$ cat config.mk
export PLATFORM = sky130hd
export DESIGN_NAME = lhgw_ram
export DESIGN_NICKNAME = d
export VERILOG_FILES = /design/src/sv/lhgw_pkg.sv /design/src/sv/lhgw_ram.sv
export SDC_FILE = /design/constraint.sdc
export NUM_CORES = 2
export LEC_CHECK = 0
export BUFFER_PORTS_ARGS = -buffer_cell sky130_fd_sc_hd__clkbuf_2
export CORE_MARGIN = 5
export CORE_UTILIZATION = 27
export CTS_CLUSTER_DIAMETER = 60
export DETAILED_ROUTE_END_ITERATION = 16
export PLACE_DENSITY = 0.48
export SYNTH_ARGS = -nofsm -noshare
export SYNTH_HDL_FRONTEND = slang
export SYNTH_SLANG_ARGS = --single-unit
export TNS_END_PERCENT = 5
$ cat constraint.sdc
create_clock -name clk -period 6.7 [get_ports clk]
set_clock_uncertainty 0.1 [all_clocks]
set_input_delay 1.34 -clock clk [delete_from_list [all_inputs] [get_ports clk]]
set_output_delay 1.34 -clock clk [all_outputs]
set_load 0.005 [all_outputs]
$ cat src/sv/lhgw_pkg.sv
// Shared constants and control types for the lower-hull gift-wrap block.
// Depends on nothing; every other file refers to it by scoped names.
`default_nettype none

package lhgw_pkg;

    // Fixed port widths of the point and hull words.
    localparam int COORD_W = 32;
    localparam int INDEX_W = 6;

    // Defaults for the top-level parameters.
    localparam int DEF_MAX_POINTS = 64;
    localparam int DEF_COORD_BITS = 32;

    // Request from the walk sequencer to the slope compare unit.
    typedef struct packed {
        logic start;
        logic neg;
    } slope_ctl_t;

    // Answer from the slope compare unit.
    typedef struct packed {
        logic done;
        logic less;
    } slope_res_t;

endpackage

`default_nettype wire

$ cat src/sv/lhgw_ram.sv
// Generic single-port-write, single-port-read RAM with a registered read.
// Depends on lhgw_pkg for its default sizes.
`default_nettype none

module lhgw_ram #(
    parameter int WIDTH = 2 * lhgw_pkg::COORD_W,
    parameter int DEPTH = lhgw_pkg::DEF_MAX_POINTS
) (
    input  wire logic                                    clk,
    input  wire logic                                    we,
    input  wire logic [((DEPTH > 1) ? $clog2(DEPTH) : 1)-1:0] waddr,
    input  wire logic [WIDTH-1:0]                        wdata,
    input  wire logic [((DEPTH > 1) ? $clog2(DEPTH) : 1)-1:0] raddr,
    output logic      [WIDTH-1:0]                        rdata
);

    logic [WIDTH-1:0] mem_reg [DEPTH];

    always_ff @(posedge clk)
    begin
        if (we)
        begin
            mem_reg[waddr] <= wdata;
        end
        rdata <= mem_reg[raddr];
    end

endmodule

`default_nettype wire

# [Word level (Yosys, flattened, before mapping)]
# Memory sizes are Yosys's and may differ from the RTL's. A register that Yosys moved wholly into a read port is not among the register bits.
# Index checks and enable logic that the tools add are counted.
[word_totals] word_cells=3 inputBits=78 mem_bits_rw=4096 mem_count=1 ff_bits=0
[op_classes] mux=2
[mem_list] name="mem_reg" words=64 width=64 read_ports=1 rd_ports_with_merged_regs=1 write_ports=1 line="lhgw_ram.sv:17" text="logic [WIDTH-1:0] mem_reg [DEPTH];"
[ops] op="two-way mux 1 bit" n=2

# [Depth between registers and ports, before layout]
[logic_depth] ltp_word=2 mapped_depth=9 depth_no_buf=5

# [Least setup slack after synthesis]
# Ideal clock, no wire load.
[synth_path] kind="input to register" from="input waddr[3] (netlist name)" to="memory mem_reg[48][0] (netlist name), enable pin" stages=4 t_arrival_ns=6.212 path_buffers=1 setup_slack_ns=-0.176 path_cell_list="clkbuf_1 -> nor2b_1 -> nand4b_1 -> nor3_1"
[synth_rtl] element="from (decl)" line="lhgw_ram.sv:11" text="input wire logic [((DEPTH > 1) ? $clog2(DEPTH) : 1)-1:0] waddr,"
[synth_rtl] element="to (decl)" line="lhgw_ram.sv:17"
# No word-level cell before the write port.

==> flow_summary.yaml <==
drt:
  post_drt_wl_per_cell_um: 31.2
  vias_per_cell: 4.88
  vias: 74300
  totalWireLength_um: 475000
  route.detailed.drc: 0
  ant_nets: 0
  first_pass_iters: 5
  drt_iter0_markers: 7878
yosys:
  avgSynthCellArea_um2: 23.7
  synth_area_leaders: "edfxtp_1 (79%), mux4_2 (15%), mux2i_1 (0.86%), dfxtp_1 (0.82%), a22oi_1 (0.81%)"
  synthDistinctLibCells: 33
  synth.most_common_cell: "edfxtp_1"
  synth_cells: 6598
  yosys_warnings: 0
  synth.top_cell.area_share_pct: 78.7
  ys_ff_latch: 4160
  synth_commonest_cells: "edfxtp_1 (4096), mux4_2 (1024), buf_2 (170)"
  synth_top_area_cell: "edfxtp_1"
  synth_fp_nets: 6676
  synth_flop_cell: "edfxtp_1"
  synth_edf_count: 4096
  yosysSeqAreaShare_pct: 79.5
  async_reset_ff_share_pct: 0
  syn_area_um2: 156000
worst_setup_path:
  ff2ff_path_depth: 5
  reg2reg_to: "rdata[13]$_DFF_P_"
  r2r-start: "mem_reg[63][13]$_DFFE_PP_"
  critPathSlowestCell: "nor2b_4"
  path_max_fanout: 61
  cp-end-kind: "flip-flop"
  crit_type: "input pin to flip-flop"
  worstSetupStartpointType: "input pin"
  cpLargestDelayFamily: "buffers and inverters"
  max_stage_delay_ns: 0.78
  r2r_setup_slack_ns: 4.17
  crit_cells: 7
  cp_cell_sequence: "buf_8 -> nor2b_4 -> buf_12 -> buf_4 -> a22oi_1 -> and3_1 -> a211oi_1"
  required_ns: 7.42
  crit_arrival_ns: 4.54
  path_buf_inv: 3
global_routing:
  antenna_found_initial: 48
  gr-total-overflow: 0
  grt_pass1_vias: 77700
  grt_pass1_wl_um: 654000
  grt_max_degree: 82
  grt_usage_pct: 15.7
timing:
  hold_viol_final: 0
  slew_headroom_pct: 12.1
  rsz0062_at_grt: "false"
  final.setup.tns_ns: 0
  fmax_mhz: 262
  tightest_slew_ns: 1.32
  fin_crit_ns: 3.81
  fin_hold_ws_ns: 0.660
  final_max_slew_viol_count: 0
  finalCritPeriodShare_pct: 56.9
  setup_viol: 0
power_and_ir_drop:
  clockPowerShare_pct: 43.1
  p_per_area_nw_per_um2: 303
  p_sw_mw: 12.2
  p_seq_share_pct: 52.2
  total_power_mw: 55.5
  max-vdd-ir-drop_v: 0.000230
  p_leak_nw: 56.0
  p_comb_share_pct: 4.6
  p_sw_share_pct: 22.0
  internal_power_mw: 43.3
clock_network:
  clock_latency_ns: 1.04
  h-tree-depth: 5
  cts_root_buffer: "clkbuf_16"
  cts_buffer_depth: 4
  numClockSinks: 4160
  cts_buffers: 439
  cts_tree: "yes"
  postCtsSetupBuffers: 0
  cts_hold_buf: 0
  clk_pin_slew_ns: 0.06
  postCtsResizedCells: 0
floorplanning:
  die-area_um2: 594000
  num_rows: 279
  die_h_um: 771
  start_util_pct: 27.1
  coreArea_um2: 577000
  die_x_um: 771
  io_pins: 142
worst_hold_path:
  min_path_cells: 1
  hold_path_startpoint: "wdata[22]"
  hold_end: "mem_reg[17][22]$_DFFE_PP_"
  hp-class: "input pin to flip-flop"
placed_design:
  io_buffers: 141
  hpwl_um: 267000
  place_inst: 14400
  place.gp.congestion: 0.770
final_layout:
  drive_above_1_share_pct: 29.4
  nNetsFinal: 7204
  synthToLayoutAreaGrowth_pct: 17.1
  fill_cells: 54800
  largest_reg_flops: 4096
  stdcell_count: 15200
flow_run:
  maxCapViolCount: 0
outcome:
  outcome: "completed"
power by group through the flow:
stage                     Clock, mW  Combinational [mW]  Sequential (mW)
after floorplan                   0                1.34             29.4
after global placement            0                2.61             29.6
after detailed placement          0                2.65             29.6
after CTS                      24.5                2.65             29.0
after global routing           25.6                2.76             29.0
final                          23.9                2.58             29.0
per-stage QoR:
step / setup slack (ns) / util, % / instance area (um2)
2_1_floorplan: -0.170 / - / 156000
3_3_place_gp: 1.75 / 29.2 / 169000
3_5_place_dp: 1.77 / 29.2 / 169000
4_1_cts: 2.86 / 31.7 / 183000
5_1_grt: 2.85 / 31.7 / 183000
6_report: 2.89 / 31.7 / 183000
how the worst max path moves through the flow:
stage | start | endpoint | slack, ns
2_1_floorplan | waddr[3] | mem_reg[49][0]$_DFFE_PP_ | -0.17
3_3_place_gp | raddr[2] | rdata[27]$_DFF_P_ | 1.75
3_5_place_dp | raddr[2] | rdata[27]$_DFF_P_ | 1.77
4_1_cts | raddr[2] | rdata[27]$_DFF_P_ | 2.86
5_1_grt | raddr[0] | rdata[17]$_DFF_P_ | 2.85
6_report | raddr[2] | rdata[27]$_DFF_P_ | 2.89
cell type report:
class	count	area, um2	share of cell area (%)
Sequential cell	4160	124000	67.9
Clock inverter	260	2680	1.46
Clock buffer	552	11500	6.29
Tap cell	7727	9670	5.28
Inverter	19	71.3	0.0389
Multi-Input combinational cell	2049	30800	16.8
Timing Repair Buffer	457	4090	2.23
Antenna cell	18	45.0	0.0246
routing by layer:
| metal | GRT usage, % | vias up | share of wire, % |
|---|---|---|---|
| met2 | 26.6 | 2455 | 50 |
| li1 | - | 29600 | - |
| met4 | 3.75 | 6 | 2.4 |
| met3 | 2.34 | 567 | 5.7 |
| met5 | 0 | - | 0.0099 |
| met1 | 21.2 | 41700 | 42 |
cells by family after synthesis:
group | synth area share (%)
and+or+nand+nor | 1.24
buffers and inverters | 1.18
AOI/OAI and AO/OA | 2.48
muxes | 15.6
DFF | 79.5
placed cells by master, fill, tap and decap left out, types with 7 or more instances in the layout:
cell / Yosys / layout
buf_4: 34 / 238
a211oi_1: 63 / 63
a41oi_1: 26 / 26
clkinv_2: 0 / 78
clkinv_16: 0 / 15
clkinvlp_4: 0 / 9
clkinv_1: 0 / 93
a31oi_1: 18 / 18
nor2_4: 0 / 65
nor2b_1: 28 / 24
a22oi_1: 168 / 168
clkinv_8: 0 / 12
clkbuf_8: 0 / 11
a22o_1: 88 / 88
clkbuf_2: 0 / 137
a2bb2oi_1: 19 / 19
clkbuf_16: 0 / 439
nand3_1: 45 / 45
nand2_1: 58 / 54
bufinv_16: 0 / 33
or3_1: 29 / 29
inv_1: 19 / 19
and3_1: 64 / 64
clkbuf_1: 140 / 102
diode_2: 0 / 18
nor2_1: 112 / 47
mux4_2: 1024 / 1024
buf_12: 0 / 79
mux2i_1: 135 / 135
or2_2: 28 / 28
o221ai_1: 38 / 38
nand2b_1: 11 / 9
o22ai_1: 83 / 83
inv_6: 0 / 7
dfxtp_1: 64 / 64
edfxtp_1: 4096 / 4096
Power figures use the tool's default switching activity.
