`src/sv/lhgw_pkg.sv`:
```
// Shared constants and control types for the lower-hull gift-wrap block.
// Depends on nothing; every other file refers to it by scoped names.
`default_nettype none

package lhgw_pkg;

    // Fixed port widths of the point and hull words.
    localparam int COORD_W = 32;
    localparam int INDEX_W = 6;

    // Defaults for the top-level parameters.
    localparam int DEF_MAX_POINTS = 64;
    localparam int DEF_COORD_BITS = 32;

    // Request from the walk sequencer to the slope compare unit.
    typedef struct packed {
        logic start;
        logic neg;
    } slope_ctl_t;

    // Answer from the slope compare unit.
    typedef struct packed {
        logic done;
        logic less;
    } slope_res_t;

endpackage

`default_nettype wire

```
`src/sv/lhgw_slope.sv`:
```
// Slope compare unit: one shared multiplier forms both cross products in
// turn and then compares them. Depends on lhgw_pkg for its control types.
`default_nettype none

module lhgw_slope #(
    parameter int W = lhgw_pkg::DEF_COORD_BITS
) (
    input  wire logic                clk,
    input  wire logic                rst_n,
    input  wire lhgw_pkg::slope_ctl_t ctl,
    input  wire logic [W-1:0]        a0,
    input  wire logic [W-1:0]        b0,
    input  wire logic [W-1:0]        a1,
    input  wire logic [W-1:0]        b1,
    output lhgw_pkg::slope_res_t     res
);

    typedef enum logic [3:0] {
        P_IDLE = 4'b0001,
        P_MUL0 = 4'b0010,
        P_MUL1 = 4'b0100,
        P_CMP  = 4'b1000
    } phase_t;

    phase_t           phase_reg, phase_next;
    logic [W-1:0]     a0_reg, b0_reg, a1_reg, b1_reg;
    logic             neg_reg;
    logic [2*W-1:0]   prod0_reg, prod1_reg;
    logic [W-1:0]     mul_a, mul_b;
    logic [2*W-1:0]   mul_p;

    // The one multiplier; its operands follow the phase.
    assign mul_a = (phase_reg == P_MUL0) ? a0_reg : a1_reg;
    assign mul_b = (phase_reg == P_MUL0) ? b0_reg : b1_reg;
    assign mul_p = mul_a * mul_b;

    always_comb
    begin
        phase_next = phase_reg;
        unique case (phase_reg)
            P_IDLE:  if (ctl.start) phase_next = P_MUL0;
            P_MUL0:  phase_next = P_MUL1;
            P_MUL1:  phase_next = P_CMP;
            P_CMP:   phase_next = P_IDLE;
            default: phase_next = P_IDLE;
        endcase
    end

    always_ff @(posedge clk or negedge rst_n)
    begin
        if (!rst_n)
        begin
            phase_reg <= P_IDLE;
        end
        else
        begin
            phase_reg <= phase_next;
        end
    end

    always_ff @(posedge clk)
    begin
        if (phase_reg == P_IDLE && ctl.start)
        begin
            a0_reg  <= a0;
            b0_reg  <= b0;
            a1_reg  <= a1;
            b1_reg  <= b1;
            neg_reg <= ctl.neg;
        end
        if (phase_reg == P_MUL0)
        begin
            prod0_reg <= mul_p;
        end
        if (phase_reg == P_MUL1)
        begin
            prod1_reg <= mul_p;
        end
    end

    // For a falling pair of slopes the order of the products flips.
    assign res.done = (phase_reg == P_CMP);
    assign res.less = neg_reg ? (prod0_reg > prod1_reg) : (prod0_reg < prod1_reg);

endmodule

`default_nettype wire

```
`config.mk`:
```
export PLATFORM = sky130hd
export DESIGN_NAME = lhgw_slope
export DESIGN_NICKNAME = d
export VERILOG_FILES = /design/src/sv/lhgw_pkg.sv /design/src/sv/lhgw_slope.sv
export SDC_FILE = /design/constraint.sdc
export NUM_CORES = 2
export LEC_CHECK = 0
export BUFFER_PORTS_ARGS = -buffer_cell sky130_fd_sc_hd__buf_4
export CORE_ASPECT_RATIO = 0.75
export CORE_UTILIZATION = 45
export DETAILED_ROUTE_END_ITERATION = 12
export PLACE_DENSITY_LB_ADDON = 0.25
export REMOVE_ABC_BUFFERS = 1
export SETUP_SLACK_MARGIN = 0.15
export SLEW_MARGIN = 20
export SYNTH_ARGS = -nofsm -noshare
export SYNTH_HDL_FRONTEND = slang
export SYNTH_SLANG_ARGS = --single-unit
```
`constraint.sdc`:
```
create_clock -name clk -period 19.5 [get_ports clk]
set_clock_uncertainty 0.2 [all_clocks]
set_input_delay 0.975 -clock clk [delete_from_list [all_inputs] [get_ports clk]]
set_output_delay 0.975 -clock clk [all_outputs]
set_load 0.1 [all_outputs]
```
Word level (Yosys, flattened, before mapping)
Index checks and enable logic that the tools add are counted.

word-level totals
  bits in registers = 261
  bits of input ports = 132
  output and inout port bits = 2
  word-level logic and storage cells = 22

operators by class
  multipliers = 1
  order comparisons = 2
  eq/ne operators = 5
  muxes and demuxes = 5
  reductions and logical operators = 1

operators by type and width
  cell                                                                   count
  64-bit greater-than comparator                                         1
  64-bit less-than comparator                                            1
  32-bit by 32-bit multiplier with 64-bit output                         1
  32-bit 2-to-1 mux                                                      2
  4-bit case mux with 3 select lines                                     1
  4-bit by 1-bit equality test with 1-bit output, second input constant  1
  4-bit by 2-bit equality test with 1-bit output, second input constant  1
  4-bit by 3-bit equality test with 1-bit output, second input constant  1
  4-bit equality test, second input constant                             1
  4-bit 2-to-1 mux                                                       1
  2-bit inequality test, second input constant                           1
  1-bit logical AND                                                      1
  1-bit 2-to-1 mux                                                       1

Longest topological paths before layout
  depth in word-level cells = 3
  gate-level depth with buffers = 35
  mapped depth without buffers = 30

Least setup slack after synthesis
OpenSTA, ideal clock, no wires.

  kind = register to register
  start = register phase_reg[3]
  end = register prod0_reg[56], data pin
  library setup time = 0.197 ns
  data arrival time = 10.374 ns
  data required time = 19.103 ns
  slack = 8.729 ns
  cell stages (with the launch flop) = 29
  buffers on the path = 4
  period minus slack after synthesis = 10.771 ns
  cell sequence = dfrtp_1 -> clkbuf_1 -> nor3_1 -> clkbuf_1 -> buf_1 -> clkbuf_1 -> mux2_2 -> nand2_1 -> fa_1 -> inv_1 -> fa_1 -> fa_1 -> inv_1 -> fa_1 -> inv_1 -> fa_1 -> fa_1 -> fa_1 -> fa_1 -> ha_1 -> and2_4 -> nand3_2 -> or3_4 -> a2111oi_4 -> o31ai_2 -> o41ai_4 -> a41oi_2 -> nor3b_1 -> nor4_1

between the ends
  word-level cells in the longest chain between the ends = 3
  elaborated cells between the ends (all ways) = 4
  classes of those cells = mul: 1; eq/ne: 1; mux: 2

RTL lines
  item                                                line                                RTL
  from (decl)                                         lhgw_slope.sv:25                    phase_t phase_reg, phase_next;
  from (signal assigned)                              lhgw_slope.sv:57                    phase_reg <= phase_next;
  4-bit by 2-bit equality test with 1-bit output (*)  lhgw_slope.sv:33, lhgw_slope.sv:34
  32-bit 2-to-1 mux (on tied branches)                lhgw_slope.sv:33, lhgw_slope.sv:34
  32-bit by 32-bit multiplier with 64-bit output (*)  lhgw_slope.sv:35                    assign mul_p = mul_a * mul_b;
  via mul_p[56]                                       lhgw_slope.sv:30                    logic [2*W-1:0] mul_p;
  to (signal assigned)                                lhgw_slope.sv:73                    prod0_reg <= mul_p;
  to (decl)                                           lhgw_slope.sv:28                    logic [2*W-1:0] prod0_reg, prod1_reg;

Mark *: on every way through the listed nets, which the timed path passes. The rest lies on a longest branch.
A chain may end at the register's enable or synchronous reset.

Worst setup path after layout
  start = register phase_reg[0]
  end = register prod0_reg[56], data pin

The elaborated chain is that of the path after synthesis.

==> results.md <==
Place:
- The congestion estimate from routability-driven global placement came to 0.9660.
- Detailed placement finished with a half-perimeter wire length of 99280 um.
- Once placement completed, the tool counted placed cells totaling 5546.
- The post-placement setup slack is 8.356 ns.
- The total of buffers placed on input and output ports is 133.

Timing:
- The final cycle utilization of the critical path is 57.34%.
- The post-route worst setup slack is 8.319 ns.
- Hold is met by 0.3267 ns.
- For the pin with the worst max-slew slack, the measured transition is 1.005 ns.
- Setup repair after global routing left no endpoint under its margin.
- Measured against its own limit, the worst slew margin works out to 31.58%.
- The total setup violations reported at the end of the flow is 0.
- The number of endpoints with negative hold slack in the final report is 0.
- The number of slew-limit violations in the final report is 0.
- The routed design could run at a clock period as short as 11.18 ns.
- For this run, the top clock speed supported by timing is 89.44 MHz.

Synth:
- The area of the mapped netlist is 42680 um2.
- Among all flip-flop cells after synthesis, the most frequent one is edfxtp_1.
- The synthesized design contains 257 enable-type register cells.
- The area fraction of the dominant cell type after synthesis is 42.02%.
- A synthesized cell averages 9.941 um2.
- After technology mapping, the gate count stands at 4294.
- The number of distinct library cells after synthesis is 68.
- The dominant cell type by area after synthesis is fa_1.
- By area the synthesized netlist is led by fa_1 (42%), edfxtp_1 (18%), ha_1 (9.6%).
- The post-synthesis register bit count is 261.
- Of the synthesized area, sequential elements account for 18.32%.
- The Yosys step of the flow raised 0 warnings.
- The share of synthesized registers carrying an async set or reset is 1.533%.

Layout:
- The number of antenna diodes is 0.
- In the final layout, the multi-input gates occupy 30910 um2.
- In the final layout, flip-flops and latches occupy 7819 um2.
- The utilization after layout is 49.32%.
- The final layout net count is 5695.
- The share of layout cells above drive strength 1 is 8.601%.
- Compared with the post-synthesis result, the final layout area differs by 8.251%.
- Fill cells in the final layout number 8689.
- After the flow finishes, the layout carries non-filler instances totaling 5597.

Critical path:
- The worst setup path is of the register to register kind.
- The most numerous cell on the critical path is fa_1.
- The register-to-register setup slack is 8.32 ns.
- For this design, the slowest cell found on the critical path is mux2i_4.
- The startpoint of the worst register-to-register path is phase_reg[0]$_DFFE_PN1P_.
- The endpoint kind of the worst setup timing path is a register.
- The worst endpoint required time is 19.69 ns.
- The critical path launch point type is a register.
- In this run the worst setup path terminates at prod0_reg[56]$_DFFE_PP_.
- On the worst path, the slowest cell contributes a delay of 0.94 ns.
- The endpoint identified for the worst register-to-register timing path is prod0_reg[56]$_DFFE_PP_.
- The most critical setup path has its startpoint at phase_reg[0]$_DFFE_PN1P_.
- Of all nets on the critical path, the largest fanout is 38.
- STA puts the critical path data arrival time at 11.37 ns.
- The worst-case reg-to-reg path depth is 28.

Global route:
- The number of antenna violations at the first check in global routing is 3.
- The number of global-route vias before repair came to 32.03k.
- The first global-routing pass estimated 196800 um of wire.
- Global routing consumed, over all layers together, 27.72% of the routing resources.
- The final global-route overflow total is 0.
- Entering global routing, the biggest net connects 65 pins.

Floorplan:
- The die area is 96100 um2.
- The number of rows created at floorplan is 97.
- The number of top-level pins is 134.
- The die width is 357.6 um.
- From bottom edge to top edge, the die measures 268.7 um.
- The initial utilization of the core area, before any placement, comes to 45.56%.
- The floorplan step defined a core boundary enclosing 93690 um2.

Clocking:
- The buffers inserted during post-CTS setup optimization is 0.
- The deepest level of the CTS H-tree is 1.
- For this design, the sink count on the clock tree is 261.
- After clock tree synthesis, the clock-pin slew on the worst setup and hold paths is 0.06 ns.
- The number of buffers between clock root and the deepest sink is 3.
- CTS placed an instance of clkbuf_16 at the clock tree root.
- The number of buffers created by CTS is 28.
- The clock latency at the later pin of the worst-skew pair is 0.62 ns.
- TritonCTS built the clock tree.

Drt:
- After detailed routing, the number of vias per cell comes to 5.472.
- After detailed routing, the total wire length is 128500 um.
- The via count is 30.62k.
- The routed wire length per instance is 22.95 um.
- The number of iterations in the first detailed-routing pass is 5.
- The initial DRC count is 2590.
- The post-route antenna net violation count is 0.
- The post-detailed-route DRC marker count is 0.

Min path:
- The path category of the worst min-delay check is primary input to register.

Run:
- The max-capacitance violation count is 0.

Run status:
- The run finished with clean final reports.
## final cells by class
cell class / instances / area share, %
multi-input cells: 2915 / 66.89
flip-flops and latches: 261 / 16.92
inverters: 934 / 7.587
well taps: 1237 / 3.350
repair buffers: 200 / 3.298
clock buffers: 34 / 1.565
clock inverters: 16 / 0.3845
## cells by family (layout without fill, tap and decap cells)
logic type                 Yosys count  after routing  synth area share, %
muxes                              127            127                3.166
buffers and inverters             1118           1184                9.840
AOI/OAI and AO/OA                  281            281                4.479
and+or+nand+nor                   1228           1228                11.44
adders and majority gates         1223           1223                51.61
DFF                                261            261                18.32
xor gates and xnor gates            56             56                1.149
## how the worst min path moves through the flow
stage | start | to | slack, ns | cells past startpoint
6_report | a0[13] | a0_reg[13]$_DFFE_PP_ | 0.33 | 1
5_1_grt | b0[8] | b0_reg[8]$_DFFE_PP_ | 0.30 | 1
4_1_cts | b0[8] | b0_reg[8]$_DFFE_PP_ | 0.29 | 1
3_5_place_dp | phase_reg[1]$_DFFE_PN0P_ | phase_reg[3]$_DFFE_PN0P_ | 0.36 | 1
3_3_place_gp | phase_reg[1]$_DFFE_PN0P_ | phase_reg[3]$_DFFE_PN0P_ | 0.33 | 1
2_1_floorplan | phase_reg[1]$_DFFE_PN0P_ | phase_reg[3]$_DFFE_PN0P_ | 0.29 | 1
## placed cells by master, fill, tap and decap left out, types with 5 or more instances in the layout
master / Yosys / routed
clkinv_2: 0 / 6
nand2b_1: 9 / 9
buf_4: 0 / 198
mux2i_4: 0 / 5
clkbuf_16: 0 / 28
xor2_1: 21 / 21
a211oi_1: 12 / 12
nor4_1: 5 / 5
o21bai_1: 6 / 6
nand3_1: 25 / 25
fa_1: 896 / 896
o21a_1: 11 / 11
edfxtp_1: 257 / 257
nor3_1: 16 / 14
nor2_1: 610 / 610
clkbuf_1: 169 / 6
xnor2_1: 35 / 35
nand2_1: 503 / 503
a21oi_1: 78 / 78
o21ai_1: 8 / 8
inv_1: 934 / 934
mux2i_1: 63 / 14
ha_1: 327 / 327
and2_1: 9 / 9
mux2_2: 64 / 64
a31oi_1: 12 / 12
clkinv_1: 0 / 5
mux2i_2: 0 / 44
nor2b_1: 8 / 8
o31ai_1: 8 / 8
o21ai_0: 36 / 36
nand4_1: 19 / 19
a21o_1: 70 / 70
## worst max-delay path, delay by kind of cell, from the launching register on
| kind | cells | cell delay, ns |
|---|---|---|
| fa+ha+maj | 9 | 4.42 |
| mux | 1 | 0.94 |
| flops | 1 | 0.40 |
| simple gates | 7 | 1.56 |
| compound gates | 4 | 1.35 |
| buf+inv | 7 | 1.92 |
## layer usage
layer / GRT usage [%] / vias up / wire (um)
met3: 8.352 / 284 / 15190
li1: - / 13120 / -
met2: 41.55 / 1559 / 55690
met4: 8.810 / 0 / 4877
met5: 0 / - / 0
met1: 38.58 / 15660 / 52720
## what timing repair did
| action | in CTS | in global routing |
|---|---|---|
| hold endpoints to repair | 3 | 0 |
| hold buffers | 1 | 0 |
| gates resized for setup | 0 | 0 |
## synthesized netlist by cell type (all sizes together), types with 15 or more instances
cell    number
xnor2       35
ha         327
edfxtp     257
mux2i       63
buf         15
inv        934
nor2       610
nor3        16
nand4       19
nand3       26
a21o        70
nand2      503
xor2        21
o21ai       44
fa         896
mux2        64
a21oi       78
clkbuf     169
## stage by stage
| stage | area (um2) | setup TNS, ns |
|---|---|---|
| after floorplan | 41990 | -872.90 |
| after global placement | 45270 | 0 |
| after detailed placement | 45300 | 0 |
| after CTS | 46210 | 0 |
| after global routing | 46210 | 0 |
| final | 46210 | 0 |
Power is not shown: default switching activity piles up to over one toggle a cycle in this logic, so the estimate is an artifact.
